### config.mk
export PLATFORM = sky130hd
export DESIGN_NAME = active_close_handshake_fsm_flat
export DESIGN_NICKNAME = d
export VERILOG_FILES = /design/src/rtl/core/achf_pkg.sv /design/src/rtl/core/achf_if.sv /design/src/rtl/core/achf_fsm.sv /design/src/rtl/core/active_close_handshake_fsm.sv /design/src/flat_wrapper.sv
export SDC_FILE = /design/constraint.sdc
export NUM_CORES = 1
export LEC_CHECK = 0
export BUFFER_PORTS_ARGS = -buffer_cell sky130_fd_sc_hd__clkbuf_2
export CORE_MARGIN = 4
export CORE_UTILIZATION = 30
export DETAILED_ROUTE_END_ITERATION = 12
export GPL_ROUTABILITY_DRIVEN = 0
export GPL_TIMING_DRIVEN = 1
export PLACE_DENSITY = 0.56
export SLEW_MARGIN = 10
export SYNTH_ARGS = -nofsm -noshare
export SYNTH_HDL_FRONTEND = slang
export SYNTH_SLANG_ARGS = --single-unit
### constraint.sdc
create_clock -name clock -period 4.77 [get_ports clock]
set_input_delay 0.2385 -clock clock [delete_from_list [all_inputs] [get_ports clock]]
set_output_delay 0.2385 -clock clock [all_outputs]
set_load 0.01 [all_outputs]
### src/rtl/core/achf_pkg.sv
// shared types and constants for the active close handshake sequencer
`default_nettype none

package achf_pkg;

   // close phase, also the next action code for every phase but idle
   typedef enum logic [2:0] {
      PH_SEND_FIN  = 3'd0,
      PH_RECV_ACK  = 3'd1,
      PH_RECV_FIN  = 3'd2,
      PH_SEND_ACK  = 3'd3,
      PH_TIME_WAIT = 3'd4,
      PH_CLOSED    = 3'd5,
      PH_FAILED    = 3'd6,
      PH_IDLE      = 3'd7
   } phase_type;

   // dense error codes
   typedef enum logic [2:0] {
      ER_NONE    = 3'd0,
      ER_ACK_TMO = 3'd1,
      ER_FIN_TMO = 3'd2,
      ER_RST_ACK = 3'd3,
      ER_RST_FIN = 3'd4,
      ER_RST_TW  = 3'd5,
      ER_FATAL   = 3'd6,
      ER_SETUP   = 3'd7
   } err_type;

   // outcome codes of the requested action
   localparam logic [2:0] OC_OK    = 3'd0;
   localparam logic [2:0] OC_ERROR = 3'd1;
   localparam logic [2:0] OC_TMO   = 3'd2;
   localparam logic [2:0] OC_RST   = 3'd3;
   localparam logic [2:0] OC_FATAL = 3'd4;
   localparam logic [2:0] OC_SETUP = 3'd5;

   // item modes
   localparam logic MODE_START = 1'b0;

   // csr port
   localparam int CSR_IDX_BITS  = 2;
   localparam int CSR_DATA_BITS = 32;
   localparam logic [CSR_IDX_BITS-1:0] CSR_FIN_RETRIES = 2'd0;
   localparam logic [CSR_IDX_BITS-1:0] CSR_WAIT_PERIOD = 2'd1;
   localparam logic [CSR_IDX_BITS-1:0] CSR_RX_TIMEOUT  = 2'd2;

   // csr reset values
   localparam logic [7:0]  FIN_RETRIES_RST = 8'd3;
   localparam logic [31:0] WAIT_PERIOD_RST = 32'd1000000;
   localparam logic [31:0] RX_TIMEOUT_RST  = 32'd100000;

   typedef struct packed {
      logic [7:0]  fin_retries;
      logic [31:0] wait_period_us;
      logic [31:0] receive_timeout_us;
   } cfg_type;

   typedef struct packed {
      logic       mode;
      logic [2:0] outcome;
   } item_type;

   typedef struct packed {
      logic [2:0] next_action;
      logic [2:0] error_code;
   } result_type;

endpackage

`default_nettype wire

### src/rtl/core/achf_if.sv
// request and response channel interfaces
`default_nettype none

interface achf_req_if #(parameter int SEQ_BITS = 32);
   logic                valid;
   logic                ready;
   logic                mode;
   logic [2:0]          outcome;
   logic [SEQ_BITS-1:0] start_seq;

   modport source (output valid, mode, outcome, start_seq, input ready);
   modport sink   (input valid, mode, outcome, start_seq, output ready);
endinterface

interface achf_rsp_if #(parameter int SEQ_BITS = 32);
   logic                valid;
   logic                ready;
   logic [2:0]          next_action;
   logic [2:0]          error_code;
   logic [SEQ_BITS-1:0] seq_out;

   modport source (output valid, next_action, error_code, seq_out, input ready);
   modport sink   (input valid, next_action, error_code, seq_out, output ready);
endinterface

`default_nettype wire

### src/rtl/core/achf_fsm.sv
// close phase state machine with retry count, wait budget and sequence state
`default_nettype none

module achf_fsm #(
   parameter int SEQ_BITS = 32
) (
   input  wire logic                clock,
   input  wire logic                reset,
   input  wire logic                step,
   input  wire achf_pkg::item_type  item,
   input  wire logic [SEQ_BITS-1:0] start_seq,
   input  wire achf_pkg::cfg_type   cfg,
   output achf_pkg::result_type     result,
   output logic [SEQ_BITS-1:0]      seq_out
);

   achf_pkg::phase_type phase_ff, phase_in;
   achf_pkg::err_type   last_error_ff, last_error_in;
   logic [7:0]          retries_ff, retries_in;
   logic [31:0]         budget_ff, budget_in;
   logic [SEQ_BITS-1:0] saved_seq_ff, saved_seq_in;
   logic [SEQ_BITS-1:0] cur_seq_ff, cur_seq_in;
   logic                active;
   logic                budget_gt;
   logic [SEQ_BITS-1:0] seq_plus;

   // state registers
   always_ff @(posedge clock) begin
      if (reset) begin
         phase_ff      <= achf_pkg::PH_IDLE;
         last_error_ff <= achf_pkg::ER_NONE;
         retries_ff    <= '0;
         budget_ff     <= '0;
         saved_seq_ff  <= '0;
         cur_seq_ff    <= '0;
      end else begin
         phase_ff      <= phase_in;
         last_error_ff <= last_error_in;
         retries_ff    <= retries_in;
         budget_ff     <= budget_in;
         saved_seq_ff  <= saved_seq_in;
         cur_seq_ff    <= cur_seq_in;
      end
   end

   assign active    = (phase_ff <= achf_pkg::PH_TIME_WAIT);
   assign budget_gt = (budget_ff > cfg.receive_timeout_us);
   assign seq_plus  = saved_seq_ff + SEQ_BITS'(1);

   // next state for one item
   always_comb begin
      phase_in      = phase_ff;
      last_error_in = last_error_ff;
      retries_in    = retries_ff;
      budget_in     = budget_ff;
      saved_seq_in  = saved_seq_ff;
      cur_seq_in    = cur_seq_ff;
      if (step) begin
         priority if (item.mode == achf_pkg::MODE_START) begin
            // start restarts the close in any phase
            saved_seq_in  = start_seq;
            cur_seq_in    = start_seq;
            retries_in    = cfg.fin_retries;
            budget_in     = cfg.wait_period_us;
            last_error_in = achf_pkg::ER_NONE;
            phase_in      = achf_pkg::PH_SEND_FIN;
         end else if (item.outcome == achf_pkg::OC_FATAL && active) begin
            last_error_in = achf_pkg::ER_FATAL;
            phase_in      = achf_pkg::PH_FAILED;
         end else begin
            unique case (phase_ff)
               achf_pkg::PH_SEND_FIN: begin
                  if (item.outcome == achf_pkg::OC_OK) begin
                     cur_seq_in = seq_plus;
                     phase_in   = achf_pkg::PH_RECV_ACK;
                  end else begin
                     cur_seq_in = saved_seq_ff;
                  end
               end
               achf_pkg::PH_RECV_ACK: begin
                  priority if (item.outcome == achf_pkg::OC_OK) begin
                     phase_in = achf_pkg::PH_RECV_FIN;
                  end else if (item.outcome == achf_pkg::OC_RST) begin
                     last_error_in = achf_pkg::ER_RST_ACK;
                     phase_in      = achf_pkg::PH_CLOSED;
                  end else if (retries_ff == '0) begin
                     last_error_in = achf_pkg::ER_ACK_TMO;
                     phase_in      = achf_pkg::PH_FAILED;
                  end else begin
                     // resend the FIN|ACK
                     retries_in = retries_ff - 8'd1;
                     cur_seq_in = saved_seq_ff;
                     phase_in   = achf_pkg::PH_SEND_FIN;
                  end
               end
               achf_pkg::PH_RECV_FIN: begin
                  priority if (item.outcome == achf_pkg::OC_OK) begin
                     phase_in = achf_pkg::PH_SEND_ACK;
                  end else if (item.outcome == achf_pkg::OC_RST) begin
                     last_error_in = achf_pkg::ER_RST_FIN;
                     phase_in      = achf_pkg::PH_CLOSED;
                  end else if (budget_ff != '0) begin
                     // saturating budget subtract
                     budget_in = budget_gt ? budget_ff - cfg.receive_timeout_us : '0;
                  end else begin
                     last_error_in = achf_pkg::ER_FIN_TMO;
                     phase_in      = achf_pkg::PH_CLOSED;
                  end
               end
               achf_pkg::PH_SEND_ACK: begin
                  if (item.outcome == achf_pkg::OC_OK) begin
                     phase_in = achf_pkg::PH_TIME_WAIT;
                  end
               end
               achf_pkg::PH_TIME_WAIT: begin
                  priority if (item.outcome == achf_pkg::OC_SETUP) begin
                     last_error_in = achf_pkg::ER_SETUP;
                     phase_in      = achf_pkg::PH_CLOSED;
                  end else if (item.outcome == achf_pkg::OC_OK) begin
                     phase_in = achf_pkg::PH_SEND_ACK;
                  end else if (item.outcome == achf_pkg::OC_RST) begin
                     last_error_in = achf_pkg::ER_RST_TW;
                     phase_in      = achf_pkg::PH_CLOSED;
                  end else if (item.outcome == achf_pkg::OC_ERROR ||
                               item.outcome == achf_pkg::OC_TMO ||
                               item.outcome > achf_pkg::OC_SETUP) begin
                     // receive failure in time-wait closes, error kept
                     phase_in = achf_pkg::PH_CLOSED;
                  end
               end
               achf_pkg::PH_CLOSED, achf_pkg::PH_FAILED, achf_pkg::PH_IDLE: begin
                  // reports are ignored here
               end
            endcase
         end
      end
   end

   // answer reflects the updated state
   always_comb begin
      if (phase_in == achf_pkg::PH_IDLE) begin
         result.next_action = 3'(achf_pkg::PH_CLOSED);
         result.error_code  = 3'(achf_pkg::ER_NONE);
      end else begin
         result.next_action = 3'(phase_in);
         result.error_code  = 3'(last_error_in);
      end
      seq_out = cur_seq_in;
   end

`ifndef NO_ASSERTIONS
   // an error is only ever held in a terminal phase
   a_err_terminal: assert property (@(posedge clock) disable iff (reset)
      last_error_ff != achf_pkg::ER_NONE |->
         phase_ff == achf_pkg::PH_CLOSED || phase_ff == achf_pkg::PH_FAILED)
      else $error("error code set outside closed or failed");

   // state moves only on a transfer
   a_hold_idle: assert property (@(posedge clock) disable iff (reset)
      !step |=> $stable(phase_ff) && $stable(cur_seq_ff) && $stable(budget_ff))
      else $error("state changed without a transfer");

   // waiting for the ACK always uses the advanced sequence number
   a_seq_after_fin: assert property (@(posedge clock) disable iff (reset)
      phase_ff == achf_pkg::PH_RECV_ACK |-> cur_seq_ff == saved_seq_ff + SEQ_BITS'(1))
      else $error("sequence number not advanced after FIN sent");
`endif

endmodule

`default_nettype wire

### src/rtl/core/active_close_handshake_fsm.sv
// Active close sequencer top level: input stage, csr bank, phase machine, response stage.
// Path: a request is held in the input stage, then its answer in the response stage.
// Throughput: one request per cycle unless rsp_ch stalls; phase update is combinational.
// The input stage accepts while a finished response waits on rsp_ch, if it is empty.
// Reset: synchronous; clears both stage valids, sets phase to idle and csrs to defaults.
`default_nettype none

module active_close_handshake_fsm #(
   parameter int SEQ_BITS = 32
) (
   input  wire logic                                 clock,
   input  wire logic                                 reset,
   achf_req_if.sink                                  req_ch,
   achf_rsp_if.source                                rsp_ch,
   input  wire logic                                 csr_we,
   input  wire logic [achf_pkg::CSR_IDX_BITS-1:0]    csr_index,
   input  wire logic [achf_pkg::CSR_DATA_BITS-1:0]   csr_wdata
);

   achf_pkg::cfg_type    cfg_ff, cfg_in;
   logic                 in_valid_ff, in_valid_in;
   achf_pkg::item_type   in_item_ff;
   logic [SEQ_BITS-1:0]  in_seq_ff;
   logic                 rsp_valid_ff, rsp_valid_in;
   achf_pkg::result_type rsp_res_ff;
   logic [SEQ_BITS-1:0]  rsp_seq_ff;
   achf_pkg::result_type fsm_res;
   logic [SEQ_BITS-1:0]  fsm_seq;
   logic                 advance;
   logic                 req_rdy;

   // csr writes
   always_comb begin
      cfg_in = cfg_ff;
      if (csr_we) begin
         unique case (csr_index)
            achf_pkg::CSR_FIN_RETRIES: cfg_in.fin_retries        = csr_wdata[7:0];
            achf_pkg::CSR_WAIT_PERIOD: cfg_in.wait_period_us     = csr_wdata[31:0];
            achf_pkg::CSR_RX_TIMEOUT:  cfg_in.receive_timeout_us = csr_wdata[31:0];
            default: ;
         endcase
      end
   end

   // stage handshake
   assign advance = in_valid_ff && (!rsp_valid_ff || rsp_ch.ready);
   assign req_rdy = !in_valid_ff || advance;
   assign req_ch.ready = req_rdy;

   always_comb begin
      in_valid_in  = req_rdy ? req_ch.valid : in_valid_ff;
      rsp_valid_in = (!rsp_valid_ff || rsp_ch.ready) ? in_valid_ff : rsp_valid_ff;
   end

   // control registers
   always_ff @(posedge clock) begin
      if (reset) begin
         cfg_ff.fin_retries        <= achf_pkg::FIN_RETRIES_RST;
         cfg_ff.wait_period_us     <= achf_pkg::WAIT_PERIOD_RST;
         cfg_ff.receive_timeout_us <= achf_pkg::RX_TIMEOUT_RST;
         in_valid_ff               <= 1'b0;
         rsp_valid_ff              <= 1'b0;
      end else begin
         cfg_ff       <= cfg_in;
         in_valid_ff  <= in_valid_in;
         rsp_valid_ff <= rsp_valid_in;
      end
   end

   // payload registers
   always_ff @(posedge clock) begin
      if (req_rdy && req_ch.valid) begin
         in_item_ff.mode    <= req_ch.mode;
         in_item_ff.outcome <= req_ch.outcome;
         in_seq_ff          <= req_ch.start_seq;
      end
      if (advance) begin
         rsp_res_ff <= fsm_res;
         rsp_seq_ff <= fsm_seq;
      end
   end

   // phase machine
   achf_fsm #(
      .SEQ_BITS (SEQ_BITS)
   ) u_fsm (
      .clock     (clock),
      .reset     (reset),
      .step      (advance),
      .item      (in_item_ff),
      .start_seq (in_seq_ff),
      .cfg       (cfg_ff),
      .result    (fsm_res),
      .seq_out   (fsm_seq)
   );

   // response channel
   assign rsp_ch.valid       = rsp_valid_ff;
   assign rsp_ch.next_action = rsp_res_ff.next_action;
   assign rsp_ch.error_code  = rsp_res_ff.error_code;
   assign rsp_ch.seq_out     = rsp_seq_ff;

`ifndef NO_ASSERTIONS
   // no response shows right after reset
   a_rsp_reset: assert property (@(posedge clock)
      reset |=> !rsp_valid_ff)
      else $error("response valid after reset");

   // a held input item is never dropped
   a_in_hold: assert property (@(posedge clock) disable iff (reset)
      in_valid_ff && !advance |=> in_valid_ff && $stable(in_item_ff))
      else $error("input stage lost an item");

   // a waiting response keeps its payload until the transfer
   a_rsp_hold: assert property (@(posedge clock) disable iff (reset)
      rsp_valid_ff && !rsp_ch.ready |=>
         rsp_valid_ff && $stable(rsp_res_ff) && $stable(rsp_seq_ff))
      else $error("waiting response changed");
`endif

endmodule

`default_nettype wire

### src/flat_wrapper.sv
// flat-port wrapper written by rule: the top's interface ports become plain ports
module active_close_handshake_fsm_flat 
#(
   parameter int SEQ_BITS = 32
)
  (clock, reset, csr_we, csr_index, csr_wdata, req_ch_valid, req_ch_mode, req_ch_outcome, req_ch_start_seq, req_ch_ready, rsp_ch_valid, rsp_ch_next_action, rsp_ch_error_code, rsp_ch_seq_out, rsp_ch_ready);
  achf_req_if #(.SEQ_BITS(SEQ_BITS)) req_ch_i ();
  achf_rsp_if #(.SEQ_BITS(SEQ_BITS)) rsp_ch_i ();
  input  wire logic clock;
  input  wire logic reset;
  input  wire logic csr_we;
  input  wire logic [achf_pkg::CSR_IDX_BITS-1:0] csr_index;
  input  wire logic [achf_pkg::CSR_DATA_BITS-1:0] csr_wdata;
  input wire logic [$bits(req_ch_i.valid)-1:0] req_ch_valid;
  input wire logic [$bits(req_ch_i.mode)-1:0] req_ch_mode;
  input wire logic [$bits(req_ch_i.outcome)-1:0] req_ch_outcome;
  input wire logic [$bits(req_ch_i.start_seq)-1:0] req_ch_start_seq;
  output wire logic [$bits(req_ch_i.ready)-1:0] req_ch_ready;
  output wire logic [$bits(rsp_ch_i.valid)-1:0] rsp_ch_valid;
  output wire logic [$bits(rsp_ch_i.next_action)-1:0] rsp_ch_next_action;
  output wire logic [$bits(rsp_ch_i.error_code)-1:0] rsp_ch_error_code;
  output wire logic [$bits(rsp_ch_i.seq_out)-1:0] rsp_ch_seq_out;
  input wire logic [$bits(rsp_ch_i.ready)-1:0] rsp_ch_ready;
  assign req_ch_i.valid = req_ch_valid;
  assign req_ch_i.mode = req_ch_mode;
  assign req_ch_i.outcome = req_ch_outcome;
  assign req_ch_i.start_seq = req_ch_start_seq;
  assign req_ch_ready = req_ch_i.ready;
  assign rsp_ch_valid = rsp_ch_i.valid;
  assign rsp_ch_next_action = rsp_ch_i.next_action;
  assign rsp_ch_error_code = rsp_ch_i.error_code;
  assign rsp_ch_seq_out = rsp_ch_i.seq_out;
  assign rsp_ch_i.ready = rsp_ch_ready;
  active_close_handshake_fsm #(.SEQ_BITS(SEQ_BITS)) u_core (.clock(clock), .reset(reset), .req_ch(req_ch_i), .rsp_ch(rsp_ch_i), .csr_we(csr_we), .csr_index(csr_index), .csr_wdata(csr_wdata));
endmodule
==> reports/qor.csv <==
metric;value;unit
outcome;complete, no violations;
Worst Path Arrival;3.92;ns
CTS Hold Buffers Added;70;
layout cells sized above 1;14.4;%
Fill cells;4329;
Clock Skew;0.0278;ns
clock tree buffer depth;3;
first-pass GRT wire length;59800;um
Post-route DRC;0;
Critical path buffers and inverters;0;
worst skew pair latency;0.57;ns
Via density;5.09;
Design Area, Final;15600;um2
CTS tree;built;
fmax;287;MHz
Seq cells post-synth;258;
CP dominant cell by count;nor2_1;
post-placement worst setup slack;1.34;ns
n_diodes;0;
Die Wd;216;um
largest net degree at the start of global routing;74;
Synth Flop Type;dfxtp_1;
routed len/inst;16.7;um
final hold vios;0;
Worst path slowest cell;a21oi_1;
GR Overflow Total;0;
Req. time, crit path;5.20;ns
HP Class;in2reg;
Die Ht;216;um
buffer count from post-CTS setup fixing;0;
synthesis warning total;0;
clk slew on worst S/H paths;0.06;ns
Unique masters post-synth;82;
maxcap violations;0;
Power Dens Cells;348;nW/um2
critical path peak fanout;16;
# IOs;115;
Post-synth ARST share;0;%
crit share post-route;73.0;%
Synth area leaders;dfxtp_1 (28%), edfxtp_1 (17%), nand2_1 (7.8%);
die area;46600;um2
TNS Setup;0;ns
syn avg cell area;8.75;um2
Peak VDD IR;210;uV
Synth top area share;28.4;%
mapped cell area;13000;um2
min Tclk post-route;3.48;ns
fin. max-slew vios;0;
leakage;5.87;nW
Yosys top cell by area;dfxtp_1;
worst slew pin tran;1.06;ns
P&R area growth vs syn;20.3;%
critical path launch point type;flop;
Initial Utilization;30.6;%
relative slew slack;29.1;%
vias;11300;
Port Buf Inserts;114;
top cells by count, synth;nand2_1 (269), dfxtp_1 (184), a21oi_1 (177);
# resized after CTS;0;
Starting DRT DRC Count;744;
sequential area share after synthesis;45.6;%
Root Buffer;clkbuf_16;
Routed Antenna Nets;0;
Syn Inst Count;1481;
clk sink count;258;
Crit Path Category;reg2reg;
drt pass-1 iters;5;
total CTS buffers;28;
delay-heaviest family, CP;simple AND/OR/NAND/NOR gates;
max incr delay on CP;0.74;ns
final HPWL from detailed placement;24800;um
most common cell in the netlist;nand2_1;
total power;5.43;mW
Placed Instance Area;14000;um2
vias in the first global route;11100;
final setup margin;1.29;ns
Setup Viol. Count Final;0;
cells along the critical path;nor2b_1, nand2b_1, nor2_1, nand2_1, a21oi_1, o21ai_0, a22oi_1, nor2_1;
Post-synth EDFFs;74;
GRT Total Usage;15.5;%
Layout Nets;1723;
Worst setup EP type;flop;
num rows;75;
initial antenna violation count;0;
unrepaired setup endpoints after global routing;false;
CTS H-tree lvls;1;
Syn Nets;1592;
Placeable Area;42300;um2
final wirelength;37000;um
==> where the power goes <==
part	total, mW	leakage, nW	switching, mW	internal, mW
registers	2.45	2.22	0.0821	2.37
logic	0.829	3.21	0.487	0.342
clock network	2.15	0.443	0.895	1.26
total	5.43	5.87	1.46	3.97
==> cell type report <==
class	count	area (um2)	share of cell area (%)
inverter	53	199	1.28
tap	577	722	4.63
clock buffer	37	744	4.77
timing repair buffer	201	1400	8.99
multi-input combinational	1070	6460	41.4
clock inverter	15	160	1.03
sequential	258	5910	37.9
==> routing by layer <==
metal | up-vias | GRT usage, % | part of all wire (%)
li1 | 5562 | - | -
met1 | 5363 | 20.3 | 45
met2 | 273 | 26.6 | 48
met3 | 63 | 2.07 | 4.4
met4 | 0 | 4.62 | 3.0
met5 | - | 0 | 0
==> through the flow <==
step	utilization, %	std cells	hold WS, ns
after detailed placement	33.1	2089	0.417
after global placement	33.1	2089	0.419
final	36.8	2211	0.185
after floorplan	-	1481	0.337
after global routing	36.8	2211	0.217
after CTS	36.8	2211	0.162
==> cell families (layout without fill, tap and decap cells) <==
family	after synthesis	count (layout)	share of synthesized area [%]
compound gates	446	446	22.7
fa+ha+maj	36	36	3.53
simple gates	524	524	18.9
flops	258	258	45.6
xor+xnor	45	45	3.04
mux	19	19	1.47
buf+inv	153	306	4.82
==> path summary, 6_finish.rpt <==
path,startpoint,end,slack (ns),cells past startpoint
worst max-delay path,u_core.u_fsm.phase_ff[0]$_SDFF_PP1_,u_core.u_fsm.retries_ff[2]$_SDFFE_PP0P_,1.29,8
worst max register to register,u_core.u_fsm.phase_ff[0]$_SDFF_PP1_,u_core.u_fsm.retries_ff[2]$_SDFFE_PP0P_,1.29,8
worst min-delay path,reset,u_core.u_fsm.retries_ff[6]$_SDFFE_PP0P_,0.19,2
worst min register to register,u_core.cfg_ff[8]$_SDFFE_PP0P_,u_core.cfg_ff[8]$_SDFFE_PP0P_,0.45,2
==> state kept, by name, summed over array words and instances, names as in the netlist <==
signal / cells
u_core.u_fsm.budget_ff: 32
u_core.in_item_ff: 4
u_core.rsp_ch.seq_out: 32
u_core.in_seq_ff: 32
u_core.u_fsm.saved_seq_ff: 32
u_core.in_valid_ff: 1
u_core.rsp_ch.next_action: 3
u_core.rsp_ch.error_code: 3
u_core.cfg_ff: 72
u_core.u_fsm.cur_seq_ff: 32
u_core.u_fsm.last_error_ff: 3
u_core.rsp_ch.valid: 1
u_core.u_fsm.phase_ff: 3
u_core.u_fsm.retries_ff: 8
==> layout by cell type, fill, tap and decap left out, types with 11 or more instances in the layout <==
master	instances
nor4_1	13
clkbuf_2	113
nor2_1	74
nand3_1	28
a211oi_1	17
a22oi_2	17
nor2b_1	12
dlygate4sd3_1	70
clkbuf_16	28
o211ai_1	19
a22oi_1	15
inv_1	51
nand2_1	269
o21ai_0	76
nor3_1	19
o22ai_1	17
and3_1	15
dfxtp_1	184
a21oi_1	176
edfxtp_1	74
xnor2_1	21
a21o_1	15
mux2i_1	19
a211oi_2	11
xor2_1	24
nand4_1	13
a31oi_1	14
buf_4	18
and2_1	34
ha_1	35
Note: power is estimated with default switching activity, not from simulation.
